## config.mk

```make
export PLATFORM = sky130hd
export DESIGN_NAME = bir_front
export DESIGN_NICKNAME = d
export VERILOG_FILES = /design/src/design/bir_pkg.sv /design/src/design/bir_front.sv
export SDC_FILE = /design/constraint.sdc
export NUM_CORES = 1
export LEC_CHECK = 0
export BUFFER_PORTS_ARGS = -buffer_cell sky130_fd_sc_hd__buf_2
export CORE_MARGIN = 2
export CORE_UTILIZATION = 46
export CTS_CLUSTER_DIAMETER = 100
export CTS_CLUSTER_SIZE = 20
export DETAILED_ROUTE_END_ITERATION = 12
export PLACE_DENSITY = 0.8
export SYNTH_ARGS = -nofsm -noshare
export SYNTH_HDL_FRONTEND = slang
export SYNTH_SLANG_ARGS = --single-unit
```

## constraint.sdc

```tcl
create_clock -name clk -period 5.5 [get_ports clk]
set_input_delay 1.1 -clock clk [delete_from_list [all_inputs] [get_ports clk]]
set_output_delay 1.1 -clock clk [all_outputs]
set_load 0.05 [all_outputs]
```

## src/design/bir_pkg.sv

```systemverilog
`default_nettype none

package bir_pkg;

  localparam int unsigned DEF_MAX_SRC_WIDTH  = 256;
  localparam int unsigned DEF_MAX_SRC_HEIGHT = 256;
  localparam int unsigned DEF_MAX_CHANNELS   = 4;

  localparam int unsigned COORD_W = 12;
  localparam int unsigned SIZE_W  = 13;
  localparam int unsigned PIX_W   = 32;

  // Destination sizes are clamped to this range.
  localparam logic [SIZE_W-1:0] DST_MIN = 13'd2;
  localparam logic [SIZE_W-1:0] DST_MAX = 13'd4096;

  // Request kinds as they come in on tuser.
  localparam logic REQ_LOAD  = 1'b0;
  localparam logic REQ_FETCH = 1'b1;

  // Operations handed from the front to the back.
  localparam logic [1:0] OP_LOAD      = 2'd0;
  localparam logic [1:0] OP_FETCH     = 2'd1;
  localparam logic [1:0] OP_RANGE_ERR = 2'd2;

  // Configuration register indexes.
  localparam logic [2:0] REG_SRC_WIDTH  = 3'd0;
  localparam logic [2:0] REG_SRC_HEIGHT = 3'd1;
  localparam logic [2:0] REG_DST_WIDTH  = 3'd2;
  localparam logic [2:0] REG_DST_HEIGHT = 3'd3;
  localparam logic [2:0] REG_CHANNELS   = 3'd4;

  // Effective (clamped) configuration.
  typedef struct packed {
    logic [SIZE_W-1:0] src_w;
    logic [SIZE_W-1:0] src_h;
    logic [SIZE_W-1:0] dst_w;
    logic [SIZE_W-1:0] dst_h;
    logic [2:0]        nch;
  } cfg_t;

  typedef struct packed {
    logic [1:0]         op;
    logic [COORD_W-1:0] row;
    logic [COORD_W-1:0] col;
    logic [PIX_W-1:0]   pix;
  } req_t;

endpackage

`default_nettype wire

```

## src/design/bir_front.sv

```systemverilog
`default_nettype none

module bir_front (
  input  wire                         clk,
  input  wire                         rst_n,
  input  bir_pkg::cfg_t               cfg,
  input  wire                         in_valid,
  output logic                        in_ready,
  input  wire                         in_kind,
  input  wire  [bir_pkg::COORD_W-1:0] in_row,
  input  wire  [bir_pkg::COORD_W-1:0] in_col,
  input  wire  [bir_pkg::PIX_W-1:0]   in_pix,
  output logic                        req_valid,
  input  wire                         req_pop,
  output bir_pkg::req_t               req
);

  bir_pkg::req_t q_r [2];
  logic          wr_ptr_r;
  logic          rd_ptr_r;
  logic [1:0]    cnt_r;
  logic          keep;
  logic          push;
  bir_pkg::req_t entry;

  always_comb begin
    entry.row = in_row;
    entry.col = in_col;
    entry.pix = in_pix;
    keep      = 1'b1;
    if (in_kind == bir_pkg::REQ_LOAD) begin
      entry.op = bir_pkg::OP_LOAD;
      // Loads outside the source image are dropped here.
      if ({1'b0, in_row} >= cfg.src_h || {1'b0, in_col} >= cfg.src_w) begin
        keep = 1'b0;
      end
    end else if ({1'b0, in_row} >= cfg.dst_h || {1'b0, in_col} >= cfg.dst_w) begin
      entry.op = bir_pkg::OP_RANGE_ERR;
    end else begin
      entry.op = bir_pkg::OP_FETCH;
    end
  end

  assign in_ready  = (cnt_r != 2'd2);
  assign push      = in_valid && in_ready && keep;
  assign req_valid = (cnt_r != 2'd0);
  assign req       = q_r[rd_ptr_r];

  always_ff @(posedge clk) begin
    if (push) begin
      q_r[wr_ptr_r] <= entry;
    end
  end

  always_ff @(posedge clk) begin
    if (!rst_n) begin
      wr_ptr_r <= 1'b0;
      rd_ptr_r <= 1'b0;
      cnt_r    <= 2'd0;
    end else begin
      if (push) begin
        wr_ptr_r <= ~wr_ptr_r;
      end
      if (req_pop) begin
        rd_ptr_r <= ~rd_ptr_r;
      end
      if (push && !req_pop) begin
        cnt_r <= cnt_r + 2'd1;
      end else if (!push && req_pop) begin
        cnt_r <= cnt_r - 2'd1;
      end
    end
  end

endmodule

`default_nettype wire

```

==> metrics.csv, run 1 <==
stage,metric,value,unit
outcome,status,completed,
yosys,synth_nets,533,
timing,finalSetupViolCount,0,
yosys,ys_seq_area_frac,0.637,
global_routing,antenna_found_initial,1,
global_routing,grt_max_degree,49,
place,finalWeightedCongestion,0.869,
power_and_ir_drop,power.density,395,mW/mm^2
setup_path,cpPeakStageDelay,700,ps
timing,slew_violations,0,
cts,numCtsBuffers,17,
timing,period_minus_slack,3360,ps
floorplanning,start_util,0.470,
timing,slew_headroom,0.563,
setup_path,rr_worst_depth,6,
yosys,synthArstFlopShare,0,
cts,postCtsSetupRepairBufs,0,
power_and_ir_drop,p_leak,3.15,nW
yosys,synth_top_area_frac,0.619,
yosys,yosys_warnings,0,
floorplanning,core-area,0.0120,sq mm
cts,htreeDepth,4,
floorplanning,die_h,115,um
setup_path,arrival,2260,ps
route,ant_nets,0,
cts,clk_latency,400,ps
timing,tightestPinTransition,647,ps
global_routing,grt_pass1_wl,18000,um
cts,cts_resized,0,
cells_and_area,n_antenna_cell,0,
yosys,netlist_top_cells_area,"edfxtp_1 62%, mux2_2 12%, ha_1 11%",
route,drtIter0Drc,191,
place,dp.cells,684,
cells_and_area,n_fill_cell,963,
cells_and_area,final_cells,716,
floorplanning,die_w,115,um
setup_path,worst-path-stages,3,
setup_path,cp_max_fo,36,
place,dpl_cell_area,0.00671,sq mm
timing,fin_skew,7.29,ps
route,wl_per_cell,16.5,um
setup_path,cp-end-kind,output port,
yosys,synthCells,368,
power_and_ir_drop,peakVddDrop,200,uV
yosys,ys_ff_latch,121,
timing,tns,0,ps
setup_path,path_cells,buf_4 -> mux2_2 -> buf_2,
cts,clkSinkCount,121,
timing,fin_crit_sh,0.612,
yosys,postSynthAreaPerCell,15.3,sq um
global_routing,overflow,0,
cts,hold_buffers,0,
cells_and_area,drive_above_1_share,0.476,
place,dp_hpwl,8730,um
floorplanning,io_pins,176,
hold_path,min_path_type,reg -> reg,
yosys,synth.most_common_cell,edfxtp_1,
setup_path,crit_family,buffers and inverters,
yosys,ys.flop_type,edfxtp_1,
setup_path,reg2reg_slack,3020,ps
setup_path,cp.buffers_inverters,2,
route,via_per_inst,5.09,
cts,path_clk_slew,50,ps
cells_and_area,final_nets,721,
cells_and_area,area_delta_synth_final,28.4,%
yosys,ys_types,45,
floorplanning,dieArea,0.0131,sq mm
setup_path,cp_slowest_cell,dfxtp_2,
timing,hold-worst-slack,514,ps
place,port_buffers,172,
hold_path,hold_path_depth,2,
timing,rsz0062_at_grt,no,
route,drc,0,
floorplanning,rows,40,
route,vias,3641,
cts,cts_root_buffer,clkbuf_16,
setup_path,start_kind,flip-flop,
timing,hold_viol,0,
global_routing,track_usage,0.184,
yosys,synth_area,0.00562,sq mm
yosys,synth_edf_count,116,
route,drt_wl_total,11800,um
job,drv_cap,0,
yosys,synth_common_cells,"116 x edfxtp_1, 58 x mux2_2, 51 x inv_1",
power_and_ir_drop,finalPower,2.85,mW
setup_path,crit_type,reg -> out,
cts,cts_tree,yes,
cells_and_area,design_area,0.00722,sq mm
cts,cts_buffer_depth,2,
route,dr.pass1.iters,4,
timing,fmax,0.297,GHz
global_routing,grt_pass1_vias,3782,
yosys,synth_top_cell_by_area,edfxtp_1,
setup_path,cp_data_required_time,4400,ps
-- final timing paths --
check | startpoint | endpoint
setup / recovery | flip-flop | req[19]
hold / removal | cnt_r[1]$_SDFFE_PN0P_ | cnt_r[1]$_SDFFE_PN0P_
setup reg to reg | cnt_r[0]$_SDFFE_PN0P_ | q_r[1][28]$_DFFE_PP_
hold reg to reg | cnt_r[1]$_SDFFE_PN0P_ | cnt_r[1]$_SDFFE_PN0P_
-- sequential cells by signal, summed over array words and instances, names as in the netlist, named ones only --
| register | cells |
|---|---|
| wr_ptr_r | 1 |
| cnt_r | 2 |
| rd_ptr_r | 1 |
| q_r | 116 |
-- metrics by stage --
| step | utilization | setup slack (ps) |
|---|---|---|
| after floorplan | - | 177 |
| after global placement | 0.561 | 1700 |
| after detailed placement | 0.561 | 1640 |
| after CTS | 0.604 | 2060 |
| after global routing | 0.604 | 1990 |
| final | 0.604 | 2140 |
-- power breakdown --
group	internal (mW)	switching (mW)	leakage, nW	total, mW
Combinational	0.220	0.502	1.78	0.722
Sequential	1.15	0.0360	1.12	1.19
Clock	0.565	0.377	0.246	0.943
Total	1.94	0.915	3.15	2.85
-- cell usage in the layout, fill, tap and decap left out, types with 5 or more instances in the layout --
cell / instances
mux2_2: 58
ha_1: 49
inv_1: 51
o21ai_0: 6
buf_2: 172
a21oi_1: 13
a21o_1: 5
clkbuf_16: 17
clkinv_2: 6
edfxtp_1: 116
-- cell type report --
cell class	instances	area [sq um]	area share
clock buffer	18	429	0.0594
clock inverter	14	85.1	0.0118
inverter	51	191	0.0265
multi-input combinational	190	1840	0.255
sequential	121	3580	0.496
tap	147	184	0.0255
timing repair buffer	175	908	0.126
-- worst register-to-register path, stage by stage, from the launching register on --
cell	delay [ps]
dfxtp_1	390
or2b_4	160
o2111ai_1	100
nor4_1	320
a41oi_1	350
nor2b_4	490
buf_12	320
-- kinds of logic (layout without fill, tap and decap cells) --
| family | Yosys count | count (layout) | synth area share |
|---|---|---|---|
| flip-flops | 121 | 121 | 0.637 |
| multiplexers | 58 | 58 | 0.116 |
| buffers and inverters | 57 | 258 | 0.0385 |
| adder cells (fa/ha/maj) | 49 | 49 | 0.109 |
| AO/OA/AOI/OAI | 42 | 42 | 0.0496 |
| AND/OR/NAND/NOR | 38 | 38 | 0.0447 |
| XOR/XNOR | 3 | 3 | 0.00467 |
-- metal layers --
metal,vias to the layer above,wire [um],global-route usage
li1,1762,-,-
met1,1735,4820,0.209
met2,121,5930,0.320
met3,23,811,0.0593
met4,0,223,0.0780
met5,-,0,0
No activity file was read; power rests on OpenSTA's default activity.
==> run 2, diff against run 1 <==
==> constraint.sdc (replaced) <==
create_clock -name clk -period 2.7 [get_ports clk]
set_input_delay 0.54 -clock clk [delete_from_list [all_inputs] [get_ports clk]]
set_output_delay 0.54 -clock clk [all_outputs]
set_load 0.05 [all_outputs]
==> run 2 against run 1 <==
  * Setup slack worse by 1800 ps
  * Critical path type is now in -> reg
  * Global-route usage increased by 0.24 points
  * Flip-flop and latch count is the same
==> metrics.csv, run 2 (synthesis gave the netlist of run 1 again) <==
stage,metric,value,unit,change
timing,tightestPinTransition,570,ps,was 647 ps
cts,clk_latency,400,ps,about the same
cts,cts_root_buffer,clkbuf_16,,unchanged
setup_path,arrival,2710,ps,was 2260 ps
hold_path,min_from,in_pix[24],,was cnt_r[1]$_SDFFE_PN0P_
cells_and_area,fin_util,0.627,,was 0.604
timing,slew_headroom,0.620,,was 0.563
timing,rsz0062_at_grt,no,,unchanged
timing,fin_skew,6.96,ps,was 7.29 ps
timing,worst_slack,320,ps,was 2140 ps
place,dp_slack,-99.3,ps,was 1640 ps
setup_path,crit_path_frequent_cell,ha_1,,
cells_and_area,n_fill_cell,885,,was 963
place,dpl_cell_area,0.00694,sq mm,was 0.00671 sq mm
cells_and_area,area_delta_synth_final,33.3,%,was 28.4%
floorplanning,core-area,0.0120,sq mm,unchanged
global_routing,grt_max_degree,43,,was 49
timing,hold-worst-slack,325,ps,was 514 ps
timing,fin_crit_sh,0.882,,
cells_and_area,final_nets,735,,was 721
cells_and_area,largest-register,q_r,,unchanged
timing,slew_violations,0,,unchanged
cts,cts_tree,yes,,unchanged
timing,period_minus_slack,2380,ps,
place,port_buffers,172,,unchanged
timing,finalSetupViolCount,0,,unchanged
route,vias,3720,,was 3641
cells_and_area,reg_top3,"q_r: 116 flops, cnt_r: 2 flops",,unchanged
place,dp.cells,698,,was 684
power_and_ir_drop,power.density,808,mW/mm^2,was 395 mW/mm^2
timing,fmax,0.420,GHz,
global_routing,grt_pass1_wl,18400,um,was 18000 um
power_and_ir_drop,peakVddDrop,371,uV,was 200 uV
cells_and_area,drive_above_1_share,0.513,,was 0.476
cts,path_clk_slew,60,ps,was 50 ps
global_routing,overflow,0,,unchanged
floorplanning,die_h,115,um,unchanged
floorplanning,io_pins,176,,unchanged
cts,cts_buffer_depth,2,,unchanged
timing,tns,0,ps,unchanged
job,drv_cap,0,,unchanged
cts,htreeDepth,4,,unchanged
timing,hold_viol,0,,unchanged
setup_path,cp_data_required_time,3030,ps,was 4400 ps
route,drc,0,,unchanged
route,drt_wl_total,12000,um,was 11800 um
power_and_ir_drop,p_leak,3.25,nW,was 3.15 nW
setup_path,cp_max_fo,3,,was 36
setup_path,critical_path.startpoint,in_row[11],,
floorplanning,die_w,115,um,unchanged
power_and_ir_drop,pwr-share-comb,0.257,,was 0.253
route,via_per_inst,5.10,,was 5.09
hold_path,min_path_type,in -> reg,,was reg -> reg
cells_and_area,final_cells,730,,was 716
cells_and_area,n_antenna_cell,0,,unchanged
cts,clkSinkCount,121,,unchanged
place,finalWeightedCongestion,0.768,,was 0.869
power_and_ir_drop,p_int,4.12,mW,was 1.94 mW
setup_path,cpPeakStageDelay,350,ps,was 700 ps
setup_path,path_cells,buf_2 -> ha_1 -> nand4b_1 -> nor3_1 -> o31ai_1 -> a41oi_2 -> inv_1 -> ha_1 -> or3_1 -> a21boi_0,,was buf_4 -> mux2_2 -> buf_2
route,wl_per_cell,16.4,um,was 16.5 um
route,dr.pass1.iters,4,,unchanged
outcome,status,completed,,unchanged
setup_path,cp_slowest_cell,or3_1,,was dfxtp_2
floorplanning,rows,40,,unchanged
cts,hold_buffers,0,,unchanged
floorplanning,dieArea,0.0131,sq mm,unchanged
global_routing,track_usage,0.187,,was 0.184
power_and_ir_drop,finalPower,6.06,mW,was 2.85 mW
place,dp_hpwl,9000,um,was 8730 um
cts,numCtsBuffers,17,,unchanged
setup_path,crit_type,in -> reg,,was reg -> out
floorplanning,start_util,0.470,,unchanged
global_routing,antenna_found_initial,0,,was 1
setup_path,start_kind,input pin,,was flip-flop
route,ant_nets,0,,unchanged
power_and_ir_drop,netSwitchingFraction,0.320,,was 0.321
power_and_ir_drop,power.share.clock,0.345,,was 0.330
setup_path,reg2reg_from,cnt_r[0]$_SDFFE_PN0P_,,unchanged
power_and_ir_drop,switchingPower,1.94,mW,was 0.915 mW
setup_path,cp-end-kind,flip-flop,,was output port
cts,postCtsSetupRepairBufs,0,,unchanged
global_routing,grt_pass1_vias,3940,,was 3782
cells_and_area,largest_register_ffs,116,,unchanged
cells_and_area,design_area,0.00750,sq mm,was 0.00722 sq mm
cells_and_area,final_common_cell,buf_2,,unchanged
cells_and_area,mostFrequentLayoutCells,"172 x buf_2, 116 x edfxtp_1, 58 x mux2_2",,unchanged
cts,cts_resized,0,,unchanged
route,drtIter0Drc,181,,was 191
power_and_ir_drop,seq_power_share,0.398,,was 0.417
==> run 2: worst paths after layout <==
| kind | endpoint | slack, ps | cells after the start |
|---|---|---|---|
| worst max-delay path | cnt_r[1]$_SDFFE_PN0P_ | 320 | 10 |
| worst min-delay path | q_r[1][24]$_DFFE_PP_ | 330 | 1 |
| worst max register to register | q_r[1][30]$_DFFE_PP_ | 540 | 8 |
| worst min register to register | cnt_r[1]$_SDFFE_PN0P_ | 510 | 2 |
==> run 2: final cells by class <==
cell class                      count  area (sq um)  area share
Inverter                           51           199      0.0265
Clock inverter                     14           124      0.0165
Clock buffer                       18           429      0.0573
Multi-Input combinational cell    190          1920       0.257
Sequential cell                   121          3580       0.478
Tap cell                          147           184      0.0245
Timing Repair Buffer              189          1050       0.140
==> run 2: layer usage <==
metal,vias up,GRT usage,part of all wire
met2,131,0.337,0.51
met1,1773,0.207,0.41
li1,1796,-,-
met5,-,0,0
met4,0,0.0699,0.017
met3,20,0.0561,0.063
==> run 2: critical path, delay by kind of cell <==
family          cells  cell delay [ps]
buf+inv             2              180
fa+ha+maj           2              620
simple gates        3              830
compound gates      3              550
==> run 2: power groups by stage <==
stage	logic, mW	clock network, mW	registers, mW
after global placement	1.54	0	2.43
after global routing	1.66	2.21	2.43
after CTS	1.58	2.13	2.41
after detailed placement	1.57	0	2.45
after floorplan	1.10	0	2.43
final	1.56	2.09	2.41
==> run 3, diff against run 2 <==
--- a/config.mk
+++ b/config.mk
@@ -5,13 +5,14 @@
 export SDC_FILE = /design/constraint.sdc
 export NUM_CORES = 1
 export LEC_CHECK = 0
+export ABC_AREA = 1
 export BUFFER_PORTS_ARGS = -buffer_cell sky130_fd_sc_hd__buf_2
 export CORE_MARGIN = 2
-export CORE_UTILIZATION = 46
+export CORE_UTILIZATION = 47
 export CTS_CLUSTER_DIAMETER = 100
 export CTS_CLUSTER_SIZE = 20
 export DETAILED_ROUTE_END_ITERATION = 12
-export PLACE_DENSITY = 0.8
+export PLACE_DENSITY = 0.81
 export SYNTH_ARGS = -nofsm -noshare
 export SYNTH_HDL_FRONTEND = slang
 export SYNTH_SLANG_ARGS = --single-unit
==> constraint.sdc (replaced) <==
create_clock -name clk -period 2.7 [get_ports clk]
set_input_delay 0.675 -clock clk [delete_from_list [all_inputs] [get_ports clk]]
set_output_delay 0.675 -clock clk [all_outputs]
set_load 0.05 [all_outputs]
==> run 3 against run 2 <==
  * Design area up 6.0%
  * Hold slack better by 140 ps
  * Utilization is 3.2 points higher
  * Synthesized cell count grew 21%
  * Wire length is 8.5% higher
  * Sequential share of layout area shrank 2.7 points
  * First-iteration DRC count grew 68%
  * Sequential power is 5% lower
==> metrics.csv, run 3 <==
stage,metric,value,unit,change
route,dr.pass1.iters,4,,unchanged
cts,clk_latency,400,ps,about the same
setup_path,worst-path-stages,3,,was 10
setup_path,crit_family,flip-flops,,was simple AND/OR/NAND/NOR gates
cells_and_area,fin_util,0.659,,was 0.627
timing,hold_viol,0,,unchanged
yosys,ys_ff_latch,121,,unchanged
cells_and_area,drive_above_1_share,0.505,,was 0.513
power_and_ir_drop,seq_power_share,0.391,,was 0.398
setup_path,reg2reg_slack,730,ps,was 540 ps
setup_path,crit_path_end,req[28],,was cnt_r[1]$_SDFFE_PN0P_
floorplanning,dieArea,0.0133,sq mm,was 0.0131 sq mm
yosys,synth_nets,610,,was 533
cells_and_area,largest_register_ffs,116,,unchanged
setup_path,arrival,1850,ps,was 2710 ps
global_routing,overflow,0,,unchanged
power_and_ir_drop,p_int,4.18,mW,was 4.12 mW
cts,cts_root_buffer,clkbuf_16,,unchanged
yosys,synth_edf_count,116,,unchanged
setup_path,start_kind,flip-flop,,was input pin
cts,cts_resized,0,,unchanged
yosys,synth_area,0.00581,sq mm,was 0.00562 sq mm
global_routing,grt_max_degree,25,,was 43
global_routing,track_usage,0.197,,was 0.187
route,drtIter0Drc,304,,was 181
yosys,ys_seq_area_frac,0.617,,was 0.637
place,dp_slack,-190,ps,was -99.3 ps
outcome,status,completed,,unchanged
setup_path,cp-end-kind,output port,,was flip-flop
cts,clkSinkCount,121,,unchanged
place,dp.cells,802,,was 698
timing,fmax,0.396,GHz,was 0.420 GHz
cts,path_clk_slew,60,ps,about the same
floorplanning,rows,40,,unchanged
cells_and_area,n_fill_cell,897,,was 885
cts,cts_tree,yes,,unchanged
yosys,yosys_warnings,0,,unchanged
setup_path,cp_data_required_time,2030,ps,was 3030 ps
place,port_buffers,172,,unchanged
power_and_ir_drop,netSwitchingFraction,0.285,,was 0.320
yosys,synth_common_cells,"116 x edfxtp_1, 71 x inv_1, 58 x mux2_2",,"was 116 x edfxtp_1, 58 x mux2_2, 51 x inv_1"
route,vias,4101,,was 3720
place,finalWeightedCongestion,0.868,,was 0.768
timing,fin_skew,6.37,ps,was 6.96 ps
place,dp_hpwl,9780,um,was 9000 um
cells_and_area,mostFrequentLayoutCells,"172 x buf_2, 116 x edfxtp_1, 58 x mux2_2",,unchanged
cells_and_area,design_area,0.00795,sq mm,was 0.00750 sq mm
setup_path,cp.buffers_inverters,2,,unchanged
setup_path,r2r-end,cnt_r[1]$_SDFFE_PN0P_,,was q_r[1][30]$_DFFE_PP_
route,via_per_inst,4.92,,was 5.10
cells_and_area,final_common_cell,buf_2,,unchanged
yosys,postSynthAreaPerCell,13.1,sq um,was 15.3 sq um
cts,cts_buffer_depth,2,,unchanged
yosys,synthCells,445,,was 368
global_routing,grt_pass1_vias,4255,,was 3940
yosys,synth_top_cell_by_area,edfxtp_1,,unchanged
cts,hold_buffers,0,,unchanged
yosys,synth.most_common_cell,edfxtp_1,,unchanged
job,drv_cap,0,,unchanged
power_and_ir_drop,power.share.clock,0.404,,was 0.345
yosys,ys_types,27,,was 45
timing,rsz0062_at_grt,no,,unchanged
timing,tightestPinTransition,496,ps,was 570 ps
route,drt_wl_total,13000,um,was 12000 um
timing,fin_crit_sh,0.935,,was 0.882
cells_and_area,area_delta_synth_final,36.8,%,was 33.3%
setup_path,reg2reg_from,cnt_r[0]$_SDFFE_PN0P_,,unchanged
place,dpl_cell_area,0.00733,sq mm,was 0.00694 sq mm
cells_and_area,regArea,0.00358,sq mm,unchanged
cts,htreeDepth,4,,unchanged
global_routing,antenna_found_initial,0,,unchanged
yosys,ys.flop_type,edfxtp_1,,unchanged
timing,tns,0,ps,unchanged
floorplanning,die_h,115,um,about the same
timing,worst_slack,177,ps,was 320 ps
power_and_ir_drop,pwr-share-comb,0.205,,was 0.257
cts,postCtsSetupRepairBufs,0,,unchanged
route,drc,0,,unchanged
power_and_ir_drop,peakVddDrop,355,uV,was 371 uV
setup_path,path_cells,buf_12 -> mux2_2 -> buf_2,,was buf_2 -> ha_1 -> nand4b_1 -> nor3_1 -> o31ai_1 -> a41oi_2 -> inv_1 -> ha_1 -> or3_1 -> a21boi_0
timing,slew_headroom,0.666,,was 0.620
floorplanning,die_w,115,um,about the same
setup_path,cp_slowest_cell,dfxtp_2,,was or3_1
route,wl_per_cell,15.6,um,was 16.4 um
floorplanning,start_util,0.482,,was 0.470
timing,finalSetupViolCount,0,,unchanged
cells_and_area,reg_top3,"q_r: 116 flops, cnt_r: 2 flops",,unchanged
cells_and_area,multi_input_area,0.00213,sq mm,was 0.00192 sq mm
hold_path,min_path_type,in -> reg,,unchanged
cts,numCtsBuffers,17,,unchanged
floorplanning,core-area,0.0121,sq mm,was 0.0120 sq mm
setup_path,cp_max_fo,20,,was 3
yosys,synthArstFlopShare,0,,unchanged
setup_path,rr_worst_depth,9,,was 8
setup_path,cpPeakStageDelay,620,ps,was 350 ps
yosys,synth_top_area_frac,0.599,,was 0.619
global_routing,grt_pass1_wl,20000,um,was 18400 um
power_and_ir_drop,p_leak,3.44,nW,was 3.25 nW
cells_and_area,largest-register,q_r,,unchanged
yosys,netlist_top_cells_area,"edfxtp_1 60%, mux2_2 11%, ha_1 11%",,"was edfxtp_1 62%, mux2_2 12%, ha_1 11%"
setup_path,crit_type,reg -> out,,was in -> reg
power_and_ir_drop,switchingPower,1.67,mW,was 1.94 mW
route,ant_nets,0,,unchanged
floorplanning,io_pins,176,,unchanged
cells_and_area,n_antenna_cell,0,,unchanged
cells_and_area,final_nets,818,,was 735
timing,slew_violations,0,,unchanged
power_and_ir_drop,power.density,736,mW/mm^2,was 808 mW/mm^2
cells_and_area,final_cells,833,,was 730
timing,period_minus_slack,2520,ps,was 2380 ps
-- run 3: changes by cell type in the layout (fill, tap and decap cells not counted), sizes merged, moves of 5 or more --
cell / previous run / this run
nand2: 2 / 58
inv: 54 / 76
nor2: 5 / 18
a21oi: 13 / 21
buf: 189 / 195
nand4: 1 / 6
-- run 3: power by group through the flow --
stage / logic (mW) / clock network [mW] / registers, mW
floorplan: 0.819 / 0 / 2.31
global placement: 1.17 / 0 / 2.31
detailed placement: 1.20 / 0 / 2.33
CTS: 1.21 / 2.40 / 2.29
global route: 1.28 / 2.48 / 2.30
finish: 1.20 / 2.36 / 2.29
-- run 3: area by class of cell --
class | instances | area share
multi-input cells | 243 | 0.268
inverters | 75 | 0.0381
well taps | 168 | 0.0264
clock inverters | 14 | 0.0247
flip-flops and latches | 121 | 0.451
clock buffers | 17 | 0.0535
repair buffers | 195 | 0.138
-- run 3: worst min path at each step --
stage / from / to / depth (start not counted) / slack [ps]
detailed placement: rd_ptr_r$_SDFFE_PN0P_ / flip-flop / 2 / 500
floorplan: rd_ptr_r$_SDFFE_PN0P_ / flip-flop / 2 / 460
CTS: in_pix[6] / q_r[0][6]$_DFFE_PP_ / 1 / 450
finish: in_pix[6] / q_r[0][6]$_DFFE_PP_ / 1 / 460
global route: in_pix[3] / q_r[1][3]$_DFFE_PP_ / 1 / 440
global placement: rd_ptr_r$_SDFFE_PN0P_ / rd_ptr_r$_SDFFE_PN0P_ / 2 / 480
-- run 3: logic make-up after synthesis --
logic type / Yosys count / share of synthesized area
AO/OA/AOI/OAI: 36 / 0.0336
adder cells (fa/ha/maj): 49 / 0.106
buffers and inverters: 81 / 0.0545
flip-flops: 121 / 0.617
multiplexers: 58 / 0.112
AND/OR/NAND/NOR: 100 / 0.0773
-- run 3: worst register-to-register path, stage by stage (launching register included) --
cell and delay, ps:
dfxtp_1 320, inv_1 100, a21boi_0 430, nand2_2 150, inv_1 80, ha_1 250
a21oi_1 130, o21ai_0 130, o21ai_0 210, a21oi_1 60
-- run 3: through the flow --
stage	total power [mW]	hold slack [ps]
floorplan	3.13	463
global placement	3.48	476
detailed placement	3.52	502
CTS	5.89	447
global route	6.06	442
finish	5.85	462
-- run 3: per-layer routing --
| layer | vias to the layer above | GRT usage | share of wire |
|---|---|---|---|
| met5 | - | 0 | 0 |
| met4 | 0 | 0.0594 | 0.014 |
| met3 | 19 | 0.0532 | 0.074 |
| met2 | 159 | 0.355 | 0.52 |
| met1 | 1931 | 0.228 | 0.40 |
| li1 | 1992 | - | - |
